`src/design/assert_macros.svh`:
```
// Assertion macros used by the piece bitmap tracker datapath.
`ifndef ASSERT_MACROS_SVH
`define ASSERT_MACROS_SVH
`ifndef NO_ASSERTIONS
// Property must hold at every clock edge outside reset.
`define ASSERT_ALWAYS(label, prop, msg) \
    label: assert property (@(posedge clk) disable iff (!rst_n) (prop)) else $error(msg);
// Property must never hold at a clock edge outside reset.
`define ASSERT_NEVER(label, prop, msg) \
    label: assert property (@(posedge clk) disable iff (!rst_n) !(prop)) else $error(msg);
`else
`define ASSERT_ALWAYS(label, prop, msg)
`define ASSERT_NEVER(label, prop, msg)
`endif
`endif

```
`src/design/pbrt_pkg.sv`:
```
// Shared constants, types and control structs of the piece bitmap tracker.
package pbrt_pkg;

    localparam int PIECES = 1024;
    localparam int WORDS  = (PIECES + 63) / 64;
    localparam int WIDX_W = (WORDS > 1) ? $clog2(WORDS) : 1;

    localparam int ADDR_W   = 48;
    localparam int BLOCK_W  = 16;
    localparam int COUNT_W  = 11;
    localparam int SERIAL_W = 64;
    localparam int WORD_W   = 64;
    localparam int OUTIDX_W = 4;

    localparam logic [7:0] VERSION_OK = 8'hC1;
    localparam logic [7:0] KIND_DATA  = 8'h01;
    localparam logic [7:0] KIND_ACK   = 8'h02;
    localparam logic [7:0] KIND_SYNC  = 8'h03;

    typedef enum logic [1:0] {
        RK_FLUSH = 2'd0,
        RK_ACK   = 2'd1,
        RK_FINAL = 2'd2
    } result_kind_t;

    typedef enum logic [1:0] {
        ST_IDLE,
        ST_CHECK,
        ST_MARK,
        ST_WORDS
    } state_t;

    typedef struct packed {
        logic capture;
        logic new_block;
        logic emit_flush;
        logic emit_final;
        logic mark;
        logic emit_word;
    } cmd_t;

    typedef struct packed {
        logic drop;
        logic is_data;
        logic is_sync;
        logic block_diff;
        logic block_greater;
        logic final_needed;
        logic last_word;
    } status_t;

endpackage

```
`src/design/pbrt_dpath.sv`:
```
// Datapath: header capture, block state, piece bitmap and result registers.
`include "assert_macros.svh"
module pbrt_dpath (
    input  logic                                  clk,
    input  logic                                  rst_n,
    input  pbrt_pkg::cmd_t                        cmd,
    output pbrt_pkg::status_t                     status,
    input  logic                                  cfg_valid,
    input  logic [pbrt_pkg::ADDR_W-1:0]           cfg_data,
    input  logic [pbrt_pkg::ADDR_W-1:0]           source_address,
    input  logic [7:0]                            protocol_version,
    input  logic [7:0]                            frame_kind,
    input  logic [pbrt_pkg::BLOCK_W-1:0]          block_number,
    input  logic [15:0]                           piece_index,
    input  logic [15:0]                           checked_pieces,
    input  logic [pbrt_pkg::SERIAL_W-1:0]         sender_serial,
    output logic                                  result_valid,
    output logic [1:0]                            result_kind,
    output logic [pbrt_pkg::COUNT_W-1:0]          flushed_pieces,
    output logic [pbrt_pkg::SERIAL_W-1:0]         ack_serial,
    output logic [pbrt_pkg::OUTIDX_W-1:0]         word_index,
    output logic [pbrt_pkg::WORD_W-1:0]           bitmap_word,
    output logic                                  last_of_run,
    output logic                                  piece_out_of_range
);

    // captured header
    logic [pbrt_pkg::ADDR_W-1:0]   src_reg;
    logic [7:0]                    ver_reg;
    logic [7:0]                    kind_reg;
    logic [pbrt_pkg::BLOCK_W-1:0]  block_reg;
    logic [15:0]                   piece_reg;
    logic [15:0]                   checked_reg;
    logic [pbrt_pkg::SERIAL_W-1:0] serial_reg;

    // block state
    logic [pbrt_pkg::ADDR_W-1:0]   own_addr_reg;
    logic [pbrt_pkg::BLOCK_W-1:0]  cur_block_reg;
    logic [pbrt_pkg::COUNT_W-1:0]  count_reg;
    logic                          final_done_reg;
    logic [pbrt_pkg::WORDS-1:0]    valid_reg;
    logic [pbrt_pkg::WORDS-1:0][pbrt_pkg::WORD_W-1:0] bits_reg;
    logic [pbrt_pkg::WIDX_W-1:0]   word_cnt_reg;

    // result registers
    logic                            result_valid_reg;
    pbrt_pkg::result_kind_t          result_kind_reg;
    logic [pbrt_pkg::COUNT_W-1:0]    flushed_reg;
    logic [pbrt_pkg::SERIAL_W-1:0]   ack_serial_reg;
    logic [pbrt_pkg::OUTIDX_W-1:0]   word_index_reg;
    logic [pbrt_pkg::WORD_W-1:0]     bitmap_word_reg;
    logic                            last_reg;
    logic                            oor_reg;

    logic                            oor;
    logic [pbrt_pkg::WIDX_W-1:0]     piece_word;
    logic [pbrt_pkg::WIDX_W-1:0]     rd_addr;
    logic [pbrt_pkg::WORD_W-1:0]     rd_word;
    logic                            bit_set;
    logic                            do_set;
    logic                            kind_data;
    logic                            kind_sync;

    always_comb
    begin
        kind_data = 1'b0;
        kind_sync = 1'b0;
        unique case (kind_reg)
            pbrt_pkg::KIND_DATA: kind_data = 1'b1;
            pbrt_pkg::KIND_SYNC: kind_sync = 1'b1;
            pbrt_pkg::KIND_ACK:  kind_data = 1'b0; // acks carry no state change
            default:             kind_data = 1'b0;
        endcase
    end

    assign oor        = (piece_reg >= 16'(pbrt_pkg::PIECES));
    assign piece_word = piece_reg[6 +: pbrt_pkg::WIDX_W];
    // single read port, shared by marking and ack word readout
    assign rd_addr    = cmd.emit_word ? word_cnt_reg : piece_word;
    assign rd_word    = valid_reg[rd_addr] ? bits_reg[rd_addr] : '0;
    assign bit_set    = rd_word[piece_reg[5:0]];
    assign do_set     = cmd.mark && !oor && !bit_set;

    assign status.drop          = (src_reg == own_addr_reg) ||
                                  (ver_reg != pbrt_pkg::VERSION_OK);
    assign status.is_data       = kind_data;
    assign status.is_sync       = kind_sync;
    assign status.block_diff    = (block_reg != cur_block_reg);
    assign status.block_greater = (block_reg > cur_block_reg);
    assign status.final_needed  = (checked_reg == 16'd0) && !final_done_reg;
    assign status.last_word     = (word_cnt_reg == pbrt_pkg::WIDX_W'(pbrt_pkg::WORDS - 1));

    always_ff @(posedge clk)
    begin
        if (cmd.capture)
        begin
            src_reg     <= source_address;
            ver_reg     <= protocol_version;
            kind_reg    <= frame_kind;
            block_reg   <= block_number;
            piece_reg   <= piece_index;
            checked_reg <= checked_pieces;
            serial_reg  <= sender_serial;
        end
        if (do_set)
        begin
            bits_reg[piece_word] <= rd_word | (64'd1 << piece_reg[5:0]);
        end
    end

    always_ff @(posedge clk or negedge rst_n)
    begin
        if (!rst_n)
        begin
            own_addr_reg   <= '0;
            cur_block_reg  <= '1;
            count_reg      <= '0;
            final_done_reg <= 1'b0;
            valid_reg      <= '0;
            word_cnt_reg   <= '0;
        end
        else
        begin
            if (cfg_valid)
            begin
                own_addr_reg <= cfg_data;
            end
            if (cmd.new_block)
            begin
                cur_block_reg <= block_reg;
                count_reg     <= '0;
                valid_reg     <= '0;
            end
            else if (do_set)
            begin
                valid_reg[piece_word] <= 1'b1;
                count_reg             <= count_reg + 1'b1;
            end
            if (cmd.emit_final)
            begin
                final_done_reg <= 1'b1;
            end
            if (cmd.emit_word)
            begin
                word_cnt_reg <= status.last_word ? '0 : word_cnt_reg + 1'b1;
            end
        end
    end

    always_ff @(posedge clk or negedge rst_n)
    begin
        if (!rst_n)
        begin
            result_valid_reg <= 1'b0;
        end
        else
        begin
            result_valid_reg <= cmd.emit_flush || cmd.emit_final || cmd.emit_word;
        end
    end

    always_ff @(posedge clk)
    begin
        if (cmd.emit_flush)
        begin
            result_kind_reg <= pbrt_pkg::RK_FLUSH;
            flushed_reg     <= count_reg;
            ack_serial_reg  <= '0;
            word_index_reg  <= '0;
            bitmap_word_reg <= '0;
            last_reg        <= 1'b1;
            oor_reg         <= oor;
        end
        else if (cmd.emit_final)
        begin
            result_kind_reg <= pbrt_pkg::RK_FINAL;
            flushed_reg     <= count_reg;
            ack_serial_reg  <= '0;
            word_index_reg  <= '0;
            bitmap_word_reg <= '0;
            last_reg        <= 1'b0;
            oor_reg         <= 1'b0;
        end
        else if (cmd.emit_word)
        begin
            result_kind_reg <= pbrt_pkg::RK_ACK;
            flushed_reg     <= '0;
            ack_serial_reg  <= serial_reg + 64'd1;
            word_index_reg  <= pbrt_pkg::OUTIDX_W'(word_cnt_reg);
            bitmap_word_reg <= rd_word;
            last_reg        <= status.last_word;
            oor_reg         <= 1'b0;
        end
    end

    assign result_valid       = result_valid_reg;
    assign result_kind        = result_kind_reg;
    assign flushed_pieces     = flushed_reg;
    assign ack_serial         = ack_serial_reg;
    assign word_index         = word_index_reg;
    assign bitmap_word        = bitmap_word_reg;
    assign last_of_run        = last_reg;
    assign piece_out_of_range = oor_reg;

    `ASSERT_NEVER(a_mark_during_clear, cmd.mark && cmd.new_block, "mark issued with block clear")
    `ASSERT_ALWAYS(a_clear_zeroes_count,
        cmd.new_block |=> (count_reg == '0),
        "count not cleared on new block")
    `ASSERT_ALWAYS(a_word_cnt_wraps,
        (result_valid_reg && last_reg && (result_kind_reg == pbrt_pkg::RK_ACK))
            |-> (word_cnt_reg == '0),
        "word counter not rewound after last ack word")

endmodule

```
`src/design/pbrt_ctrl.sv`:
```
// Controller state machine: sequences header check, piece marking and ack readout.
module pbrt_ctrl (
    input  logic              clk,
    input  logic              rst_n,
    input  logic              start,
    output logic              busy,
    input  pbrt_pkg::status_t status,
    output pbrt_pkg::cmd_t    cmd
);

    pbrt_pkg::state_t state_reg;
    pbrt_pkg::state_t state_next;

    always_ff @(posedge clk or negedge rst_n)
    begin
        if (!rst_n)
        begin
            state_reg <= pbrt_pkg::ST_IDLE;
        end
        else
        begin
            state_reg <= state_next;
        end
    end

    always_comb
    begin
        state_next = state_reg;
        cmd        = '0;
        busy       = 1'b1;
        unique case (state_reg)
            pbrt_pkg::ST_IDLE:
            begin
                busy = 1'b0;
                if (start)
                begin
                    cmd.capture = 1'b1;
                    state_next  = pbrt_pkg::ST_CHECK;
                end
            end
            pbrt_pkg::ST_CHECK:
            begin
                if (status.drop)
                begin
                    state_next = pbrt_pkg::ST_IDLE;
                end
                else if (status.is_data)
                begin
                    cmd.new_block  = status.block_diff;
                    cmd.emit_flush = status.block_diff && status.block_greater;
                    state_next     = pbrt_pkg::ST_MARK;
                end
                else if (status.is_sync)
                begin
                    cmd.emit_final = status.final_needed;
                    state_next     = pbrt_pkg::ST_WORDS;
                end
                else
                begin
                    state_next = pbrt_pkg::ST_IDLE;
                end
            end
            pbrt_pkg::ST_MARK:
            begin
                cmd.mark   = 1'b1;
                state_next = pbrt_pkg::ST_IDLE;
            end
            pbrt_pkg::ST_WORDS:
            begin
                cmd.emit_word = 1'b1;
                if (status.last_word)
                begin
                    state_next = pbrt_pkg::ST_IDLE;
                end
            end
            default:
            begin
                state_next = pbrt_pkg::ST_IDLE;
            end
        endcase
    end

endmodule

```
`src/design/piece_bitmap_receive_tracker.sv`:
```
// Top level of the piece bitmap receive tracker: controller plus datapath.
// Requests: a dropped or ignored frame is checked and left, a data frame marks one
// piece, a sync streams all WORDS (16 at 1024 pieces) ack words, one ack word per cycle
// from the single bitmap read port. busy is high in every state but idle, to the end of the request.
// Each result is strobed by result_valid in the cycle after the step that makes it; the
// receiver cannot stall. Async active-low reset empties the bitmap, sets block 65535.
module piece_bitmap_receive_tracker (
    input  logic                          clk,
    input  logic                          rst_n,
    // request channel
    input  logic                          start,
    output logic                          busy,
    input  logic [pbrt_pkg::ADDR_W-1:0]   source_address,
    input  logic [7:0]                    protocol_version,
    input  logic [7:0]                    frame_kind,
    input  logic [pbrt_pkg::BLOCK_W-1:0]  block_number,
    input  logic [15:0]                   piece_index,
    input  logic [15:0]                   checked_pieces,
    input  logic [pbrt_pkg::SERIAL_W-1:0] sender_serial,
    // own address register write
    input  logic                          cfg_valid,
    output logic                          cfg_ready,
    input  logic [pbrt_pkg::ADDR_W-1:0]   cfg_data,
    // result strobe and payload
    output logic                          result_valid,
    output logic [1:0]                    result_kind,
    output logic [pbrt_pkg::COUNT_W-1:0]  flushed_pieces,
    output logic [pbrt_pkg::SERIAL_W-1:0] ack_serial,
    output logic [pbrt_pkg::OUTIDX_W-1:0] word_index,
    output logic [pbrt_pkg::WORD_W-1:0]   bitmap_word,
    output logic                          last_of_run,
    output logic                          piece_out_of_range
);

    pbrt_pkg::cmd_t    cmd;
    pbrt_pkg::status_t status;

    // The register write is always taken; the user must write it only while idle, not enforced here.
    assign cfg_ready = 1'b1;

    // Sequencer: accept, check header, then mark a piece or stream ack words.
    pbrt_ctrl u_ctrl (
        .clk    (clk),
        .rst_n  (rst_n),
        .start  (start),
        .busy   (busy),
        .status (status),
        .cmd    (cmd)
    );

    // Header registers, block state, bitmap words and result registers.
    pbrt_dpath u_dpath (
        .clk                (clk),
        .rst_n              (rst_n),
        .cmd                (cmd),
        .status             (status),
        .cfg_valid          (cfg_valid && cfg_ready),
        .cfg_data           (cfg_data),
        .source_address     (source_address),
        .protocol_version   (protocol_version),
        .frame_kind         (frame_kind),
        .block_number       (block_number),
        .piece_index        (piece_index),
        .checked_pieces     (checked_pieces),
        .sender_serial      (sender_serial),
        .result_valid       (result_valid),
        .result_kind        (result_kind),
        .flushed_pieces     (flushed_pieces),
        .ack_serial         (ack_serial),
        .word_index         (word_index),
        .bitmap_word        (bitmap_word),
        .last_of_run        (last_of_run),
        .piece_out_of_range (piece_out_of_range)
    );

endmodule

```
`config.mk`:
```
export PLATFORM = sky130hd
export DESIGN_NAME = piece_bitmap_receive_tracker
export DESIGN_NICKNAME = d
export VERILOG_FILES = /design/src/design/pbrt_pkg.sv /design/src/design/pbrt_dpath.sv /design/src/design/pbrt_ctrl.sv /design/src/design/piece_bitmap_receive_tracker.sv
export VERILOG_INCLUDE_DIRS = /design/src /design/src/design
export SDC_FILE = /design/constraint.sdc
export NUM_CORES = 2
export LEC_CHECK = 0
export ABC_AREA = 1
export BUFFER_PORTS_ARGS = -buffer_cell sky130_fd_sc_hd__buf_2
export CORE_MARGIN = 10
export CORE_UTILIZATION = 43
export DETAILED_ROUTE_END_ITERATION = 10
export PLACE_DENSITY_LB_ADDON = 0.05
export SLEW_MARGIN = 20
export SYNTH_ARGS = -nofsm -noshare
export SYNTH_HDL_FRONTEND = slang
export SYNTH_HIERARCHICAL = 1
export SYNTH_SLANG_ARGS = --single-unit
```
`constraint.sdc`:
```
create_clock -name clk -period 8.6 [get_ports clk]
set_clock_uncertainty 0.2 [all_clocks]
set_input_delay 1.29 -clock clk [delete_from_list [all_inputs] [get_ports clk]]
set_output_delay 1.29 -clock clk [all_outputs]
set_load 0.02 [all_outputs]
```
**Word level (Yosys, flattened, before mapping)**

Index checks and enable logic that the tools add are counted.

- Div/mod/pow operators: 0
- Muxes and demuxes: 46
- Bitwise logic cells: 2
- Add/sub/neg operators: 3
- Shift operators: 1
- $lt $le $gt $ge: 6
- Reductions and logical operators: 18
- Multipliers: 0
- Eq/ne operators: 11

Operator list:

| kind | count |
|---|---|
| 1024-bit bitwise mux | 1 |
| 64-bit binary-select mux with 4-bit select | 1 |
| 64-bit demux with 4-bit select | 1 |
| 64-bit two-way mux | 3 |
| 64-bit by 1-bit adder with 64-bit output (second input constant) | 1 |
| 64-bit OR | 1 |
| 1-bit by 6-bit left shift with 64-bit output (first input constant) | 1 |
| 11-bit two-way mux | 5 |
| 48-bit == test | 1 |
| 16-bit two-way mux | 2 |
| 1-bit two-way mux | 17 |
| 16-bit by 11-bit >= comparator with 1-bit output (second input constant) | 1 |
| 16-bit greater-than comparator | 1 |
| 16-bit logical NOT | 1 |
| 2-bit two-way mux | 8 |
| 16-bit != test | 1 |
| 16-bit OR | 1 |
| 11-bit by 1-bit adder with 11-bit output (second input constant) | 1 |
| 4-bit by 5-bit less-than comparator with 1-bit output (second input constant) | 2 |
| 8-bit by 1-bit == test with 1-bit output (second input constant) | 1 |
| 8-bit by 2-bit == test with 1-bit output (second input constant) | 1 |
| 4-bit two-way mux | 2 |
| 8-bit != test (second input constant) | 1 |
| 2-bit one-hot mux with 4 select lines | 1 |
| 20 further kinds | 31 |

- Bits in latches: 0
- Register bits: 1446
- Input port bits: 228
- Bits in writable memories: 0
- Memories: 0
- ROM bits: 0

**Logic depth before layout (Yosys ltp)**

- Depth in word-level cells: 12
- Mapped depth: 27
- Gate-level depth less buffers: 23

**Modules after synthesis**

Netlist, hierarchy kept.

Modules (own cells, without submodules):

| module | times used | area an instance (um^2) | cells an instance |
|---|---|---|---|
| pbrt_dpath | 1 | 59838.6 | 5352 |
| pbrt_ctrl | 1 | 180.2 | 31 |
| piece_bitmap_receive_tracker | 1 | 11.3 | 2 |

**Worst setup path after synthesis**

No wires, ideal clock.

- Path kind: register to register
- Start: register u_ctrl.state_reg[0]
- End: register u_dpath/bits_reg[256] (netlist bit) (enable)
- Clock period less this slack: 7585 ps
- Stages on the path, launching flop included: 25
- Path buffers: 5
- Slack: 1015 ps
- Data arrival time: 6820 ps
- Path through: dfrtp_1 nand2_1 inv_1 buf_6 inv_4 nand2_8 nand2_4 buf_6 buf_6 buf_2 nand2_1 nand3_1 nand3_1 nand3_1 nand2_1 nand3_1 nand2_1 nor2_1 nand2_1 nand3_1 nand3_1 nand3_1 nand3_4 buf_2 nor3_1

RTL lines:

| item | line | source |
|---|---|---|
| from (decl) | pbrt_ctrl.sv:11 | `pbrt_pkg::state_t state_reg;` |
| from (signal assigned) | pbrt_ctrl.sv:18 | `state_reg <= pbrt_pkg::ST_IDLE;` |
| from (signal assigned) | pbrt_ctrl.sv:22 | `state_reg <= state_next;` |
| to (signal, indexed assignment) | pbrt_dpath.sv:107 | `bits_reg[piece_word] <= rd_word \| (64'd1 << piece_reg[5:0]);` |
| to (decl) | pbrt_dpath.sv:42 | `logic [pbrt_pkg::WORDS-1:0][pbrt_pkg::WORD_W-1:0] bits_reg;` |

==> impl_metrics.yaml <==
run_status:
  result_of_the_run: "complete, no violations"
die:
  die_h_um: 393.6
  num_rows: 137
  die_area_um2: 154900
  initial_core_util: 0.4318
  coreArea_um2: 139000
  floorplan.die.width_um: 393.6
  io_pins: 378
worst_setup_path:
  cp-start-kind: "flip-flop"
  crit_family: "simple AND/OR/NAND/NOR gates"
  critical_path.max_fanout: 74
  critical_path_class: "flip-flop to flip-flop"
  rrSetupSlack_ns: 1.71
  worst_ep_arrival_time_ns: 7.10
  cp_common_cell: "nand3_1"
  slowest_stage_cell_crit_path: "buf_4"
  crit_path_cell_trace: "nand2_1, inv_2, inv_4, nand2_8, buf_4, nand3_1, nand3_1, nand3_1, nand3_1, nand2_4, buf_4, buf_4, nand3_1, nand2_1, nor2_1, nand2_1, nand3_1, nand3_1, nand3_1, nand3_4, nor3_2, buf_12"
  critPathMaxStageDelay_ns: 0.70
  worst_ep_required_time_ns: 8.82
  cp-end-kind: "flip-flop"
  worst-path-buf-inv: 6
logic_synthesis:
  yosys.area.top_type_share: 0.6063
  yosys_warnings: 6
  synthesis.area_um2: 60030
  synth-seq-area-share: 0.6929
  synth_cells: 5385
  synth_fp_nets: 5632
  async_reset_ff_frac: 0.06846
  post-synth-top-count-cell: "nand2_1"
  synthesized_flop_and_latch_total: 1446
  leading_post_synthesis_cells_by_cell_area: "edfxtp_1 (61%), nand3_1 (10%), nand2_1 (7.9%)"
  netlist.top_cell.by_area: "edfxtp_1"
  postSynthAreaPerCell_um2: 11.15
  synth_flop_cell: "edfxtp_1"
  netlist_top_cells_count: "nand2_1 (1271), nand3_1 (1254), edfxtp_1 (1212)"
  synthDistinctLibCells: 52
  post_synth_edffs: 1212
power:
  power-per-cell-area_nw_per_um2: 222.2
  power_mw: 15.35
  power.net_switching_mw: 3.575
  share_seq_of_total_power: 0.507
  power_frac_clock: 0.426
  cellLeakagePower_nw: 26.47
  p_int_mw: 11.77
  worst_ir_drop_vdd_uv: 174.5
  power.switching_fraction: 0.2329
  combinational_power_share: 0.066
clocking:
  path_clk_slew_ns: 0.06
  cts.root.buffer_cell: "clkbuf_16"
  clock_sinks: 1446
  cts.hold.buffers_added: 0
  cts_bufs_inserted: 159
  tritoncts_clock_tree: "built"
  resized_after_cts: 0
  htree_num_levels: 4
  cts.path.max_buffers: 3
  cts_setup_buffers: 0
  worstSkewPairLatency_ns: 0.80
sta:
  final_max_slew_viol_count: 0
  rsz0062_at_grt: "no"
  setup_viol_count_final: 0
  tightest_slew_ns: 1.088
  finalHoldViolations: 0
  setup_total_negative_slack_ns: 0
  worst_slew_margin_relative_to_its_limit: 0.2697
  fmax_ghz: 0.1452
  fin_crit_ns: 6.886
  min_period_over_period: 0.8007
drt:
  finalWirelength_mm: 188.9
  detailedRoute.firstIterationViolations: 3876
  drc: 0
  detailedRoute.firstPassIterationCount: 6
  vias: 42190
  antenna_left: 0
  post_drt_wl_per_cell_um: 24.40
  routed_via_density: 5.449
grt:
  grt_pass1_vias: 41560
  grt_max_degree: 162
  gr-usage-all-layers: 0.2367
  grt_pass1_wl_mm: 279.3
  grt-ovfl-total: 0
  antenna_violations_before_repair: 28
place:
  dp_hpwl_mm: 107.0
  place.port_buffers: 376
  place.gp.congestion: 0.8480
worst_hold_path:
  hp-class: "flip-flop to flip-flop"
final_layout:
  area_growth_syn_to_layout_pct: 15.07
  fin_nets: 5975
  drive_above_1_share: 0.1432
  layout.core_utilization: 0.4969
  max_ffs_per_register: 1024
flow_run:
  max_cap_violations: 0
==> routing by layer <==
layer	global-route usage	share of wire
met3	0.05102	0.071
met4	0.06107	0.023
met2	0.3805	0.47
met1	0.3252	0.43
met5	0	0.00086
==> cells in the final DEF (no fill, tap or decap), types with 47 or more instances in the layout <==
master,instances
dfxtp_1,135
nand2_1,1271
nor2_1,223
clkbuf_16,163
nand3_1,1254
dfrtp_1,83
buf_2,375
inv_1,268
clkbuf_1,59
xor2_1,47
buf_4,107
o21ai_0,211
edfxtp_1,1212
==> final timing paths <==
path | depth (start not counted) | startpoint | end
setup / recovery | 22 | u_ctrl/state_reg[0]$_DFFE_PN0P_ | u_dpath/bits_reg[186]$_DFFE_PP_
hold / removal | 2 | u_dpath/ack_serial[13]$_SDFFE_PP0P_ | u_dpath/ack_serial[13]$_SDFFE_PP0P_
setup reg to reg | 22 | u_ctrl/state_reg[0]$_DFFE_PN0P_ | u_dpath/bits_reg[186]$_DFFE_PP_
hold reg to reg | 2 | u_dpath/ack_serial[13]$_SDFFE_PP0P_ | u_dpath/ack_serial[13]$_SDFFE_PP0P_
max in group asynchronous | 2 | rst_n | u_dpath/own_addr_reg[15]$_DFFE_PN0P_
min in group asynchronous | 1 | rst_n | u_dpath/count_reg[6]$_DFFE_PN0P_
==> per-stage QoR <==
stage / instances / hold slack (ns) / setup WS [ns] / instance area (um2)
4_1_cts: 7735 / 0.2310 / 1.749 / 69050
5_1_grt: 7738 / 0.2510 / 1.303 / 69060
6_report: 7743 / 0.2494 / 1.714 / 69070
3_3_place_gp: 7443 / 0.2332 / 1.774 / 64090
3_5_place_dp: 7443 / 0.2352 / 1.775 / 64090
2_1_floorplan: 5385 / 0.2376 / 1.015 / 60030
==> cell families after synthesis <==
family,after synthesis,share of synthesized area
simple gates,2895,0.2131
mux,35,0.006566
other cells,1,0.00006247
buf+inv,612,0.04492
fa+ha+maj,19,0.003960
xor+xnor,93,0.01357
compound gates,284,0.02491
flops,1446,0.6929
==> tightest hold or removal path, stage by stage (launching register included) <==
cell,delay [ns]
dfxtp_1,0.32
a21oi_1,0.06
inv_1,0.05
==> power groups by stage <==
stage	combinational, mW	clock [mW]	sequential (mW)
2_1_floorplan	0.574	0	7.93
3_3_place_gp	1.02	0	7.93
3_5_place_dp	1.02	0	7.93
4_1_cts	1.02	6.68	7.79
5_1_grt	1.11	6.98	7.79
6_report	1.02	6.54	7.79
==> cell type report <==
cell class              count  area, um2
inverters                 289       1107
repair buffers            505       3141
diodes                      8      20.02
well taps                1876       2347
fillers                 12660      69940
multi-input cells        3327      15900
clock inverters            58      495.5
clock buffers             234       4466
flip-flops and latches   1446      41590
(Power assumes the default switching activity.)
